[src/rtl/core/pedal_speed_ramp_drive_defines.svh]
// Assertion macros shared by the pedal speed ramp drive RTL.
`ifndef PEDAL_SPEED_RAMP_DRIVE_DEFINES_SVH
`define PEDAL_SPEED_RAMP_DRIVE_DEFINES_SVH

// Checks a property on every clock edge outside reset.
`define PSRD_ASSERT(lbl, prop, msg) \
  lbl: assert property (@(posedge clk_i) disable iff (!rst_ni) (prop)) else $error(msg);

// Checks that a condition in one cycle implies another in the next cycle.
`define PSRD_ASSERT_NEXT(lbl, ante, cons, msg) \
  lbl: assert property (@(posedge clk_i) disable iff (!rst_ni) (ante) |=> (cons)) else $error(msg);

`endif

[src/rtl/core/psrd_pkg.sv]
// Package with the types and constants of the pedal speed ramp drive.
package psrd_pkg;

  typedef enum logic [1:0] {
    CFG_FWD_LIMIT = 2'd0,
    CFG_BWD_LIMIT = 2'd1,
    CFG_FWD_FLOOR = 2'd2,
    CFG_BWD_FLOOR = 2'd3
  } cfg_idx_e;

  typedef logic signed [14:0] speed_t;
  typedef logic signed [15:0] speed_wide_t;

  localparam int unsigned PCT_W = 7;
  localparam int unsigned MAG_W = 14;
  localparam int unsigned MS_W = 8;
  localparam int unsigned CFG_W = 14;
  localparam int unsigned BLINK_W = 9;
  localparam int unsigned PCT_SCALE_W = 23;

  localparam logic [PCT_W-1:0] PCT_MAX = 7'd100;
  localparam logic [MAG_W-1:0] SPEED_FULL = 14'd10000;
  localparam logic [MAG_W-1:0] SPEED_HALF = 14'd5000;

  localparam logic [PCT_W-1:0] FWD_LIMIT_RST = 7'd60;
  localparam logic [PCT_W-1:0] BWD_LIMIT_RST = 7'd35;
  localparam logic [MAG_W-1:0] FWD_FLOOR_RST = 14'd1500;
  localparam logic [MAG_W-1:0] BWD_FLOOR_RST = 14'd1000;

  // floor(x / 100) is (x * PCT_RECIP) >> PCT_SHIFT for every x below 40000.
  localparam logic [15:0] PCT_RECIP = 16'd41944;
  localparam int unsigned PCT_SHIFT = 22;

  // floor(x / 10000) is (x * DUTY_RECIP) >> DUTY_SHIFT for every x below 2^30.
  localparam int unsigned DUTY_RECIP_W = 31;
  localparam logic [DUTY_RECIP_W-1:0] DUTY_RECIP = 31'd1759218605;
  localparam int unsigned DUTY_SHIFT = 44;

  localparam logic [5:0] RAMP_UP = 6'd50;
  localparam logic [5:0] BRAKE_FAST = 6'd8;
  localparam logic [5:0] BRAKE_SLOW = 6'd4;
  localparam speed_wide_t BRAKE_KNEE = 16'sd5000;

  localparam logic [MAG_W-1:0] BLINK_KNEE_LOW = 14'd2000;
  localparam logic [MAG_W-1:0] BLINK_KNEE_HIGH = 14'd5000;
  localparam logic [BLINK_W-1:0] BLINK_STOP = 9'd500;
  localparam logic [BLINK_W-1:0] BLINK_SLOW = 9'd250;
  localparam logic [BLINK_W-1:0] BLINK_MID = 9'd125;
  localparam logic [BLINK_W-1:0] BLINK_FAST = 9'd60;

endpackage

[src/rtl/core/pedal_speed_ramp_drive.sv]
// Pedal speed ramp drive: pedal target, speed ramp, PWM duties and blink rate.
// An item passes the input register, then the output register (the held speed).
// Throughput is one item per cycle while out_stall_i is low. The target is formed as an
// item enters the input register; the ramp and duty scaling run as it moves to the output
// register. Reset clears the speed to zero and loads the default limits and floors.
`include "pedal_speed_ramp_drive_defines.svh"

module pedal_speed_ramp_drive #(
  parameter int unsigned DUTY_BITS = 10
) (
  input  logic                         clk_i,
  input  logic                         rst_ni,
  input  logic                         cfg_we_i,
  input  logic [1:0]                   cfg_idx_i,
  input  logic [psrd_pkg::CFG_W-1:0]   cfg_wdata_i,
  input  logic                         in_valid_i,
  output logic                         in_stall_o,
  input  logic                         stop_request_i,
  input  logic [psrd_pkg::PCT_W-1:0]   forward_pedal_i,
  input  logic [psrd_pkg::PCT_W-1:0]   backward_pedal_i,
  input  logic [psrd_pkg::MS_W-1:0]    elapsed_ms_i,
  output logic                         out_valid_o,
  input  logic                         out_stall_i,
  output psrd_pkg::speed_t             speed_out_o,
  output logic [DUTY_BITS-1:0]         forward_duty_o,
  output logic [DUTY_BITS-1:0]         backward_duty_o,
  output logic [psrd_pkg::BLINK_W-1:0] blink_half_period_o
);
  import psrd_pkg::*;

  localparam int unsigned NUM_W = MAG_W + DUTY_BITS;
  localparam int unsigned PROD_W = NUM_W + DUTY_RECIP_W;
  localparam int unsigned SCALE_PROD_W = PCT_SCALE_W + PCT_W;

  logic [PCT_W-1:0]       fwd_limit_q, bwd_limit_q;
  logic [PCT_SCALE_W-1:0] fwd_scale_q, bwd_scale_q;
  logic [MAG_W-1:0]       fwd_floor_q, bwd_floor_q;
  logic [PCT_W-1:0]       wr_limit;
  logic [MAG_W-1:0]       wr_floor;

  logic                   in_valid_q;
  logic                   in_stop_q;
  speed_t                 in_target_q;
  logic [MS_W-1:0]        in_ms_q;
  logic                   in_take;
  logic                   advance;

  logic                   out_valid_q;
  speed_t                 speed_q;
  logic [DUTY_BITS-1:0]   fwd_duty_q, bwd_duty_q;
  logic [BLINK_W-1:0]     blink_q;

  logic                   fwd_pressed, bwd_pressed;
  logic [PCT_SCALE_W-1:0] sel_scale;
  logic [PCT_W-1:0]       sel_limit;
  logic [PCT_W-1:0]       sel_pedal;
  logic [SCALE_PROD_W-1:0] share_prod;
  logic [PCT_W-1:0]       share_pct;
  logic [MAG_W-1:0]       share_mag;
  speed_t                 target_d;

  speed_wide_t            cur, tgt, ffl, bfl;
  speed_wide_t            up_step, fast_step, slow_step;
  speed_wide_t            ramp, next;
  speed_t                 speed_d;
  speed_t                 speed_abs;
  logic [MAG_W-1:0]       mag;
  logic [NUM_W-1:0]       duty_num;
  logic [PROD_W-1:0]      duty_prod;
  logic [DUTY_BITS-1:0]   duty;
  logic [BLINK_W-1:0]     blink_d;

  // Configuration writes, saturated to range; the limit's reciprocal scale is kept beside it.
  assign wr_limit = (cfg_wdata_i[PCT_W-1:0] > PCT_MAX) ? PCT_MAX : cfg_wdata_i[PCT_W-1:0];
  assign wr_floor = (cfg_wdata_i > SPEED_FULL) ? SPEED_FULL : cfg_wdata_i;

  always_ff @(posedge clk_i or negedge rst_ni) begin
    if (!rst_ni) begin
      fwd_limit_q <= FWD_LIMIT_RST;
      bwd_limit_q <= BWD_LIMIT_RST;
      fwd_scale_q <= PCT_SCALE_W'(PCT_SCALE_W'(FWD_LIMIT_RST) * PCT_SCALE_W'(PCT_RECIP));
      bwd_scale_q <= PCT_SCALE_W'(PCT_SCALE_W'(BWD_LIMIT_RST) * PCT_SCALE_W'(PCT_RECIP));
      fwd_floor_q <= FWD_FLOOR_RST;
      bwd_floor_q <= BWD_FLOOR_RST;
    end else if (cfg_we_i) begin
      unique case (cfg_idx_e'(cfg_idx_i))
        CFG_FWD_LIMIT: begin
          fwd_limit_q <= wr_limit;
          fwd_scale_q <= PCT_SCALE_W'(PCT_SCALE_W'(wr_limit) * PCT_SCALE_W'(PCT_RECIP));
        end
        CFG_BWD_LIMIT: begin
          bwd_limit_q <= wr_limit;
          bwd_scale_q <= PCT_SCALE_W'(PCT_SCALE_W'(wr_limit) * PCT_SCALE_W'(PCT_RECIP));
        end
        CFG_FWD_FLOOR: fwd_floor_q <= wr_floor;
        CFG_BWD_FLOOR: bwd_floor_q <= wr_floor;
      endcase
    end
  end

  // Handshake between the input register and the result register.
  assign advance    = in_valid_q && (!out_valid_q || !out_stall_i);
  assign in_stall_o = in_valid_q && out_valid_q && out_stall_i;
  assign in_take    = in_valid_i && !in_stall_o;

  // Target speed from the pedals, formed as the item is taken in.
  always_comb begin
    fwd_pressed = |forward_pedal_i;
    bwd_pressed = |backward_pedal_i;
    sel_scale   = fwd_pressed ? fwd_scale_q : bwd_scale_q;
    sel_limit   = fwd_pressed ? fwd_limit_q : bwd_limit_q;
    sel_pedal   = fwd_pressed ? forward_pedal_i : backward_pedal_i;
    share_prod  = SCALE_PROD_W'(sel_scale) * SCALE_PROD_W'(sel_pedal);
    share_pct   = share_prod[PCT_SHIFT +: PCT_W];
    if (share_pct > sel_limit) begin
      share_pct = sel_limit;
    end
    share_mag = MAG_W'(share_pct) * MAG_W'(PCT_MAX);
    if (fwd_pressed == bwd_pressed) begin
      target_d = '0;
    end else if (fwd_pressed) begin
      target_d = speed_t'({1'b0, share_mag});
    end else begin
      target_d = -speed_t'({1'b0, share_mag});
    end
  end

  always_ff @(posedge clk_i or negedge rst_ni) begin
    if (!rst_ni) begin
      in_valid_q <= 1'b0;
    end else if (in_take) begin
      in_valid_q <= 1'b1;
    end else if (advance) begin
      in_valid_q <= 1'b0;
    end
  end

  always_ff @(posedge clk_i) begin
    if (in_take) begin
      in_stop_q   <= stop_request_i;
      in_target_q <= target_d;
      in_ms_q     <= elapsed_ms_i;
    end
  end

  // Speed ramp toward the target, with snaps inside the deadbands.
  always_comb begin
    cur       = speed_wide_t'(speed_q);
    tgt       = speed_wide_t'(in_target_q);
    ffl       = speed_wide_t'({2'b00, fwd_floor_q});
    bfl       = speed_wide_t'({2'b00, bwd_floor_q});
    up_step   = speed_wide_t'(16'(in_ms_q) * 16'(RAMP_UP));
    fast_step = speed_wide_t'(16'(in_ms_q) * 16'(BRAKE_FAST));
    slow_step = speed_wide_t'(16'(in_ms_q) * 16'(BRAKE_SLOW));
    ramp      = cur;
    next      = tgt;
    if (cur < tgt) begin
      if (cur < 16'sd0 && cur > -bfl) begin
        next = '0;
      end else if (cur > 16'sd0 && cur < ffl) begin
        next = ffl;
      end else begin
        if (cur < 16'sd0) begin
          ramp = cur + ((cur < -BRAKE_KNEE) ? fast_step : slow_step);
        end else begin
          ramp = cur + up_step;
        end
        next = (ramp > tgt) ? tgt : ramp;
      end
    end else if (cur > tgt) begin
      if (cur > 16'sd0 && cur < ffl) begin
        next = '0;
      end else if (cur < 16'sd0 && cur > -bfl) begin
        next = -bfl;
      end else begin
        if (cur > 16'sd0) begin
          ramp = cur - ((cur > BRAKE_KNEE) ? fast_step : slow_step);
        end else begin
          ramp = cur - up_step;
        end
        next = (ramp < tgt) ? tgt : ramp;
      end
    end
    speed_d = in_stop_q ? '0 : next[14:0];
  end

  // One duty scaler serves both directions, since only one side is ever nonzero.
  always_comb begin
    speed_abs = speed_d[14] ? -speed_d : speed_d;
    mag       = speed_abs[MAG_W-1:0];
    duty_num  = (NUM_W'(mag) << DUTY_BITS) - NUM_W'(mag) + NUM_W'(SPEED_HALF);
    duty_prod = PROD_W'(duty_num) * PROD_W'(DUTY_RECIP);
    duty      = duty_prod[DUTY_SHIFT +: DUTY_BITS];
    if (mag == '0) begin
      blink_d = BLINK_STOP;
    end else if (mag < BLINK_KNEE_LOW) begin
      blink_d = BLINK_SLOW;
    end else if (mag < BLINK_KNEE_HIGH) begin
      blink_d = BLINK_MID;
    end else begin
      blink_d = BLINK_FAST;
    end
  end

  always_ff @(posedge clk_i or negedge rst_ni) begin
    if (!rst_ni) begin
      out_valid_q <= 1'b0;
      speed_q     <= '0;
    end else if (advance) begin
      out_valid_q <= 1'b1;
      speed_q     <= speed_d;
    end else if (!out_stall_i) begin
      out_valid_q <= 1'b0;
    end
  end

  always_ff @(posedge clk_i) begin
    if (advance) begin
      fwd_duty_q <= speed_d[14] ? '0 : duty;
      bwd_duty_q <= speed_d[14] ? duty : '0;
      blink_q    <= blink_d;
    end
  end

  assign out_valid_o         = out_valid_q;
  assign speed_out_o         = speed_q;
  assign forward_duty_o      = fwd_duty_q;
  assign backward_duty_o     = bwd_duty_q;
  assign blink_half_period_o = blink_q;

  `PSRD_ASSERT(a_speed_range,
    !out_valid_q || (speed_q <= 15'sd10000 && speed_q >= -15'sd10000), "speed left its range")
  `PSRD_ASSERT(a_one_duty,
    !out_valid_q || fwd_duty_q == '0 || bwd_duty_q == '0, "both PWM duties are active")
  `PSRD_ASSERT(a_blink_stop, !out_valid_q || ((speed_q == '0) == (blink_q == BLINK_STOP)),
    "blink rate disagrees with speed")
  `PSRD_ASSERT_NEXT(a_stop_zero, advance && in_stop_q, speed_q == '0,
    "stop request left speed nonzero")
  `PSRD_ASSERT(a_no_stall_empty, out_valid_q || !in_stall_o,
    "input stalled with an empty result register")

endmodule
[config.mk]
export PLATFORM = sky130hd
export DESIGN_NAME = pedal_speed_ramp_drive
export DESIGN_NICKNAME = d
export VERILOG_FILES = /design/src/rtl/core/psrd_pkg.sv /design/src/rtl/core/pedal_speed_ramp_drive.sv
export VERILOG_INCLUDE_DIRS = /design/src /design/src/rtl/core
export SDC_FILE = /design/constraint.sdc
export NUM_CORES = 2
export LEC_CHECK = 0
export CAP_MARGIN = 20
export CORE_MARGIN = 2
export CORE_UTILIZATION = 35
export CTS_CLUSTER_SIZE = 30
export DETAILED_ROUTE_END_ITERATION = 10
export DONT_BUFFER_PORTS = 1
export PLACE_DENSITY = 0.56
export SYNTH_ARGS = -nofsm -noshare
export SYNTH_HDL_FRONTEND = slang
export SYNTH_SLANG_ARGS = --single-unit
[constraint.sdc]
create_clock -name clk_i -period 16.4 [get_ports clk_i]
set_input_delay 4.92 -clock clk_i [delete_from_list [all_inputs] [get_ports clk_i]]
set_output_delay 4.92 -clock clk_i [all_outputs]
set_load 0.05 [all_outputs]
Word-level counts from Yosys, hierarchy flattened
Cells that the tools add are included.
{"block": "word_totals", "reg_bits": 152, "output_inout_bits": 46, "word_cells": 106, "inputBits": 44}
{"block": "op_classes", "muxes": 34, "n_lt_le_gt_ge": 15, "add_sub_neg": 9, "multipliers": 5, "reduce_logical": 21, "eq_ne": 5}
{"operator": "16-bit 2-to-1 mux", "n": 9}
{"operator": "15-bit 2-to-1 mux", "n": 9}
{"operator": "24-bit by 31-bit multiplier with 54-bit output, second input constant", "n": 1}
{"operator": "14-bit 2-to-1 mux", "n": 3}
{"operator": "7-bit 2-to-1 mux", "n": 5}
{"operator": "15-bit less-than comparator", "n": 2}
{"operator": "23-bit by 7-bit multiplier with 29-bit output", "n": 1}
{"operator": "24-bit by 13-bit adder with 24-bit output, second input constant", "n": 1}
{"operator": "24-bit by 14-bit subtractor with 24-bit output", "n": 1}
{"operator": "23-bit 2-to-1 mux", "n": 1}
{"operator": "11-bit 2-to-1 mux", "n": 2}
{"operator": "7-bit by 13-bit multiplier with 20-bit output, second input constant", "n": 1}
{"operator": "15-bit by 12-bit adder with 16-bit output", "n": 1}
{"operator": "15-bit by 15-bit adder with 16-bit output", "n": 1}
{"operator": "15-bit by 16-bit > comparator with 1-bit output", "n": 1}
{"operator": "16-bit by 15-bit > comparator with 1-bit output", "n": 1}
{"operator": "16-bit by 15-bit less-than comparator with 1-bit output", "n": 1}
{"operator": "14-bit negation with 16-bit output", "n": 1}
{"operator": "15-bit by 12-bit subtractor with 16-bit output", "n": 1}
{"operator": "15-bit by 15-bit subtractor with 16-bit output", "n": 1}
{"operator": "15-bit by 1-bit > comparator with 1-bit output, second input constant", "n": 1}
{"operator": "15-bit by 14-bit > comparator with 1-bit output, second input constant", "n": 1}
{"operator": "15-bit > comparator", "n": 1}
{"operator": "15-bit by 1-bit less-than comparator with 1-bit output, second input constant", "n": 1}
{"operator": "other kinds (26)", "n": 41}

Logic depth before layout (Yosys ltp)
{"block": "depth", "ltp_word": 20, "ltp_mapped": 78, "depth_no_buf": 76}

Worst setup path before layout
No wires, ideal clock.
{"block": "synth_path", "path_type": "input to register", "start": "in forward_pedal_i[0] in the netlist's numbering", "end": "reg in_target_q[13] (data pin)", "n_path_buf": 5, "path_stages": 49, "path_slack_ns": 0.095, "arrival_time_ns": 16.034, "setup_time_ns": 0.270, "required_time_ns": 16.130, "path_cell_list": "or4_1 nor4_1 buf_2 clkbuf_1 a21o_1 clkbuf_1 clkbuf_1 nand2_1 fa_1 inv_1 fa_1 fa_1 fa_1 ha_1 a21o_1 a21o_1 a21o_1 a21o_1 (+13 left out) a221oi_1 a41o_1 clkbuf_1 o21ai_0 ha_1 ha_1 inv_1 fa_1 inv_1 ha_1 xor2_1 nand3_1 nand2b_1 or2_2 nor2b_1 nor3b_1 xnor2_1 o22ai_1"}
{"block": "synth_between", "elab_chain_len": 8, "elab_cells_between_ends": 11, "cone_classes": "add/sub: 1; mul: 2; order compare: 1; eq/ne: 1; mux: 5; reduce/logical: 1"}
{"element": "start, declared", "line_no": "pedal_speed_ramp_drive.sv:19", "text": "input logic [psrd_pkg::PCT_W-1:0] forward_pedal_i,"}
{"element": "7-bit OR reduction", "line_no": "pedal_speed_ramp_drive.sv:108", "text": "fwd_pressed = |forward_pedal_i;"}
{"element": "23-bit 2-to-1 mux or 7-bit 2-to-1 mux (tied branches)", "line_no": "pedal_speed_ramp_drive.sv:110, pedal_speed_ramp_drive.sv:112"}
{"element": "23-bit by 7-bit multiplier with 29-bit output", "line_no": "pedal_speed_ramp_drive.sv:113", "text": "share_prod = SCALE_PROD_W'(sel_scale) * SCALE_PROD_W'(sel_pedal);"}
{"element": "7-bit > comparator", "line_no": "pedal_speed_ramp_drive.sv:115", "text": "if (share_pct > sel_limit) begin"}
{"element": "7-bit 2-to-1 mux", "line_no": "pedal_speed_ramp_drive.sv:115"}
{"element": "7-bit by 5-bit multiplier with 12-bit output", "line_no": "pedal_speed_ramp_drive.sv:118", "text": "share_mag = MAG_W'(share_pct) * MAG_W'(PCT_MAX);"}
{"element": "14-bit negation with 15-bit output", "line_no": "pedal_speed_ramp_drive.sv:124", "text": "target_d = -speed_t'({1'b0, share_mag});"}
{"element": "14-bit 2-to-1 mux", "line_no": "pedal_speed_ramp_drive.sv:121", "text": "end else if (fwd_pressed) begin"}
{"element": "end signal, assigned", "line_no": "pedal_speed_ramp_drive.sv:141", "text": "in_target_q <= target_d;"}
{"element": "end, declared", "line_no": "pedal_speed_ramp_drive.sv:43", "text": "speed_t in_target_q;"}
Several ways; a longest one is shown, not always the timed one.
A chain may end at the register's enable or synchronous reset.

Worst setup path in the final report
{"block": "layout_path", "start": "reg in_ms_q[3]", "end": "reg fwd_duty_q[9], in the netlist forward_duty_o[9] (data pin)"}
{"block": "layout_between", "elab_chain_len": 19, "elab_cells_between_ends": 32, "cone_classes": "add/sub: 7; mul: 2; order compare: 2; mux: 21"}
{"element": "start, declared", "line_no": "pedal_speed_ramp_drive.sv:44", "text": "logic [MS_W-1:0] in_ms_q;"}
{"element": "start signal, assigned", "line_no": "pedal_speed_ramp_drive.sv:142", "text": "in_ms_q <= elapsed_ms_i;"}
{"element": "8-bit by 5-bit multiplier with 13-bit output or 11-bit 2-to-1 mux (tied branches)", "line_no": "pedal_speed_ramp_drive.sv:152, pedal_speed_ramp_drive.sv:177"}
{"element": "15-bit by 15-bit subtractor with 16-bit output or 15-bit by 12-bit subtractor with 16-bit output (tied branches)", "line_no": "pedal_speed_ramp_drive.sv:179, pedal_speed_ramp_drive.sv:177"}
{"element": "16-bit 2-to-1 mux", "line_no": "pedal_speed_ramp_drive.sv:176", "text": "if (cur > 16'sd0) begin"}
{"element": "16-bit 2-to-1 mux", "line_no": "pedal_speed_ramp_drive.sv:173", "text": "end else if (cur < 16'sd0 && cur > -bfl) begin"}
{"element": "16-bit 2-to-1 mux", "line_no": "pedal_speed_ramp_drive.sv:171", "text": "if (cur > 16'sd0 && cur < ffl) begin"}
{"element": "16-bit 2-to-1 mux", "line_no": "pedal_speed_ramp_drive.sv:170", "text": "end else if (cur > tgt) begin"}
{"element": "16-bit 2-to-1 mux", "line_no": "pedal_speed_ramp_drive.sv:157", "text": "if (cur < tgt) begin"}
{"element": "16-bit by 15-bit less-than comparator with 1-bit output", "line_no": "pedal_speed_ramp_drive.sv:181", "text": "next = (ramp < tgt) ? tgt : ramp;"}
{"element": "(+3 left out)"}
{"element": "15-bit 2-to-1 mux", "line_no": "pedal_speed_ramp_drive.sv:170"}
{"element": "15-bit 2-to-1 mux *", "line_no": "pedal_speed_ramp_drive.sv:157"}
{"element": "15-bit 2-to-1 mux *", "line_no": "pedal_speed_ramp_drive.sv:184", "text": "speed_d = in_stop_q ? '0 : next[14:0];"}
{"element": "14-bit negation", "line_no": "pedal_speed_ramp_drive.sv:189", "text": "speed_abs = speed_d[14] ? -speed_d : speed_d;"}
{"element": "14-bit 2-to-1 mux", "line_no": "pedal_speed_ramp_drive.sv:189"}
{"element": "24-bit by 14-bit subtractor with 24-bit output", "line_no": "pedal_speed_ramp_drive.sv:191", "text": "duty_num = (NUM_W'(mag) << DUTY_BITS) - NUM_W'(mag) + NUM_W'(SPEED_HALF);"}
{"element": "24-bit by 13-bit adder with 24-bit output", "line_no": "pedal_speed_ramp_drive.sv:191"}
{"element": "24-bit by 31-bit multiplier with 54-bit output", "line_no": "pedal_speed_ramp_drive.sv:192", "text": "duty_prod = PROD_W'(duty_num) * PROD_W'(DUTY_RECIP);"}
{"element": "end signal, assigned", "line_no": "pedal_speed_ramp_drive.sv:219", "text": "fwd_duty_q <= speed_d[14] ? '0 : duty;"}
{"element": "end, declared", "line_no": "pedal_speed_ramp_drive.sv:50", "text": "logic [DUTY_BITS-1:0] fwd_duty_q, bwd_duty_q;"}
Mark *: on every way between the ends. The rest lies on a longest branch, timed or not. The select of a mux whose other input is x is not followed.

==> results.md <==
* Status: complete, no violations
* Synth unique cells at 102
* Reg-to-Reg Start: in_ms_q[3]
* Final Hold Viols at 0
* Largest net degree at the start of global routing at 98
* Slowest Stage Delay on Critical Path at 580 ps
* Critical path peak fanout at 6
* R2r setup slk at 480 ps
* Starting Density at 35.2%
* Initial antenna violation count at 2
* DRC Markers at 0
* Clk_skew at 10.9 ps
* Hold Crit Depth at 2
* Hold Crit Start: fwd_scale_q[9]
* Data arrival, critical path at 16130 ps
* Syn_area_per_cell at 9.23 µm²
* RSZ-0062 raised after global routing: true
* Critical path data required time at 16610 ps
* Num rows at 110
* RR Endpoint: forward_duty_o[9]
* CTS tree: built
* Setup TNS at 0 ps
* Cell accounting for the most synthesized area: fa_1
* Maxcap violations at 0
* Post-DP HPWL at 79900 µm
* Root Driver: clkbuf_16
* Post-route setup slack at 477 ps
* Worst Reg-to-Reg Cells at 70
* Proportion of layout cells with a drive suffix above 1 at 16.3%
* Die width at 304 µm
* Post-Place Worst Slack at -595 ps
* Max-Slew Margin vs Limit at 33.9%
* Share of the synthesized area in the top cell type at 27.3%
* Vias per cell at 5.02
* Ys async rst share at 66.4%
* Clock latency on the worst-skew pair at 450 ps
* GP Congestion at 0.970
* Tmin final at 15920 ps
* Nets@finish at 4698
* Die area at 92500 µm²
* Met1 usage at 29.4%
* Synth Warn # at 0
* TritonCTS Buffers at 17
* Sequential fraction of the synthesis area at 12.5%
* Post-synthesis register bit count at 146
* First-pass GRT wire length at 148000 µm
* Longest Clk Path Bufs at 2
* CP Capture Type: flip-flop
* Synth Flop Type: dfrtp_1
* Filler cells at 8891
* Period utilization at 97.1%
* WHS Endpoint: fwd_scale_q[9]
* Final setup viols at 0
* DR WL/cell at 19.2 µm
* Peak Freq at 0.0628 GHz
* Busiest grt layer: met2
* Hold Crit Class: flip-flop to flip-flop
* Cell at the slowest stage of the critical path: fa_1
* Met3 Use GR at 2.39%
* Post-synth EDFFs at 49
* Die Ht at 304 µm
* Met2 Use GR at 33.4%
* Ports at 90
* Vias in the first global route at 25500
* Syn Std Cell Area at 31500 µm²
* Tot GR Track Use at 20.6%
* Core footprint at 89600 µm²
* Diode count at 0
* Clk sinks at 146
* Worst-margin pin slew at 976 ps
* DRT antenna net count at 0
* Mapped Cells at 3415
* Leading cell types in the layout, fill and taps excluded: inv_1 (710), ha_1 (524), fa_1 (414)
* CP startpoint kind: flip-flop
* Gr ovfl total at 0
* Top cell by count, worst path: buf_4
* Clk slew on worst S/H paths at 70 ps
* Hold WS at 477 ps
* Post-CTS Hold Fix Bufs at 0
* Area growth from synthesis to layout at 15.7%
* I/O Buffers at 0
* Overall routed net length at 93600 µm
* Most common cell after layout, fill and taps aside: inv_1
* First-pass iteration count of the detailed router at 5
* First DRT Iteration DRCs at 1386
* Largest cells by area after synthesis: fa_1 (27%), ha_1 (22%), inv_1 (8.6%), dfrtp_1 (4.8%), edfxtp_1 (4.7%)
* DR vias at 24400
* Slew Viols, Final at 0
* Htree depth at 4
* Worst setup path class: flip-flop to flip-flop
==> final cells by class <==
class	instances	area [µm²]	area share, %
Multi-Input combinational cell	2472	25400	69.5
Clock buffer	19	454	1.25
Sequential cell	146	3950	10.8
Inverter	725	2720	7.46
Timing Repair Buffer	313	2370	6.51
Tap cell	1176	1470	4.03
Clock inverter	13	144	0.394
==> Yosys cell counts, types with 45 or more instances <==
| master | count |
|---|---|
| xor2_1 | 45 |
| fa_1 | 430 |
| a21oi_1 | 130 |
| inv_1 | 723 |
| ha_1 | 549 |
| clkbuf_1 | 57 |
| edfxtp_1 | 49 |
| a21o_1 | 62 |
| xnor2_1 | 97 |
| nor2_1 | 135 |
| dfrtp_1 | 60 |
| o21ai_0 | 155 |
| nand2_1 | 305 |
==> layer usage <==
metal	wire length, µm	vias to the layer above
li1	-	11700
met1	44200	12100
met2	43100	533
met3	4260	122
met4	2010	2
met5	17	-
==> worst max path at each step <==
stage | startpoint | end | slack (ps)
2_1_floorplan | forward_pedal_i[0] | in_target_q[13] | 100
3_3_place_gp | in_ms_q[3] | backward_duty_o[9] | -450
3_5_place_dp | in_ms_q[3] | backward_duty_o[9] | -600
4_1_cts | in_ms_q[3] | forward_duty_o[9] | 9
5_1_grt | in_ms_q[3] | forward_duty_o[9] | -180
6_report | in_ms_q[3] | forward_duty_o[9] | 480
==> critical path: cells and delay by family (launching register included) <==
family / cells / cell delay (ps)
xor+xnor: 4 / 670
flops: 1 / 430
simple gates: 15 / 2880
buf+inv: 14 / 1850
compound gates: 21 / 3580
fa+ha+maj: 16 / 6260
==> cells by family after synthesis <==
family	after synthesis	share of synthesized area, %
xor gates and xnor gates	144	4.05
DFF	146	12.5
and+or+nand+nor	716	10.8
adders and majority gates	979	49.1
AOI/OAI and AO/OA	563	11.6
muxes	68	2.31
buffers and inverters	798	9.61
other	1	0.0119
==> through the flow <==
stage,utilization (%),area (µm²),instances
floorplan,-,31500,3416
global placement,38.8,34700,4791
detailed placement,38.8,34700,4791
CTS,39.6,35500,4824
global route,40.7,36500,4864
finish,40.7,36500,4864
==> state kept, by name (all words and copies together), names as in the netlist <==
| name | flops |
|---|---|
| speed_out_o | 15 |
| in_stop_q | 1 |
| in_target_q | 13 |
| forward_duty_o | 10 |
| in_valid_q | 1 |
| blink_half_period_o | 7 |
| backward_duty_o | 10 |
| in_ms_q | 8 |
| out_valid_o | 1 |
| fwd_scale_q | 19 |
| fwd_floor_q | 14 |
| bwd_limit_q | 7 |
| bwd_floor_q | 14 |
| fwd_limit_q | 7 |
| bwd_scale_q | 19 |
==> timing repair <==
action	4_1_cts	5_1_grt
setup endpoints to repair	18	23
setup buffers	1	37
cloned	0	1
pin swaps	9	129
resized for setup	26	141
Power is left out: the tool's default activity adds up to more than one toggle a clock period on the data nets, which glitch-free logic cannot reach.
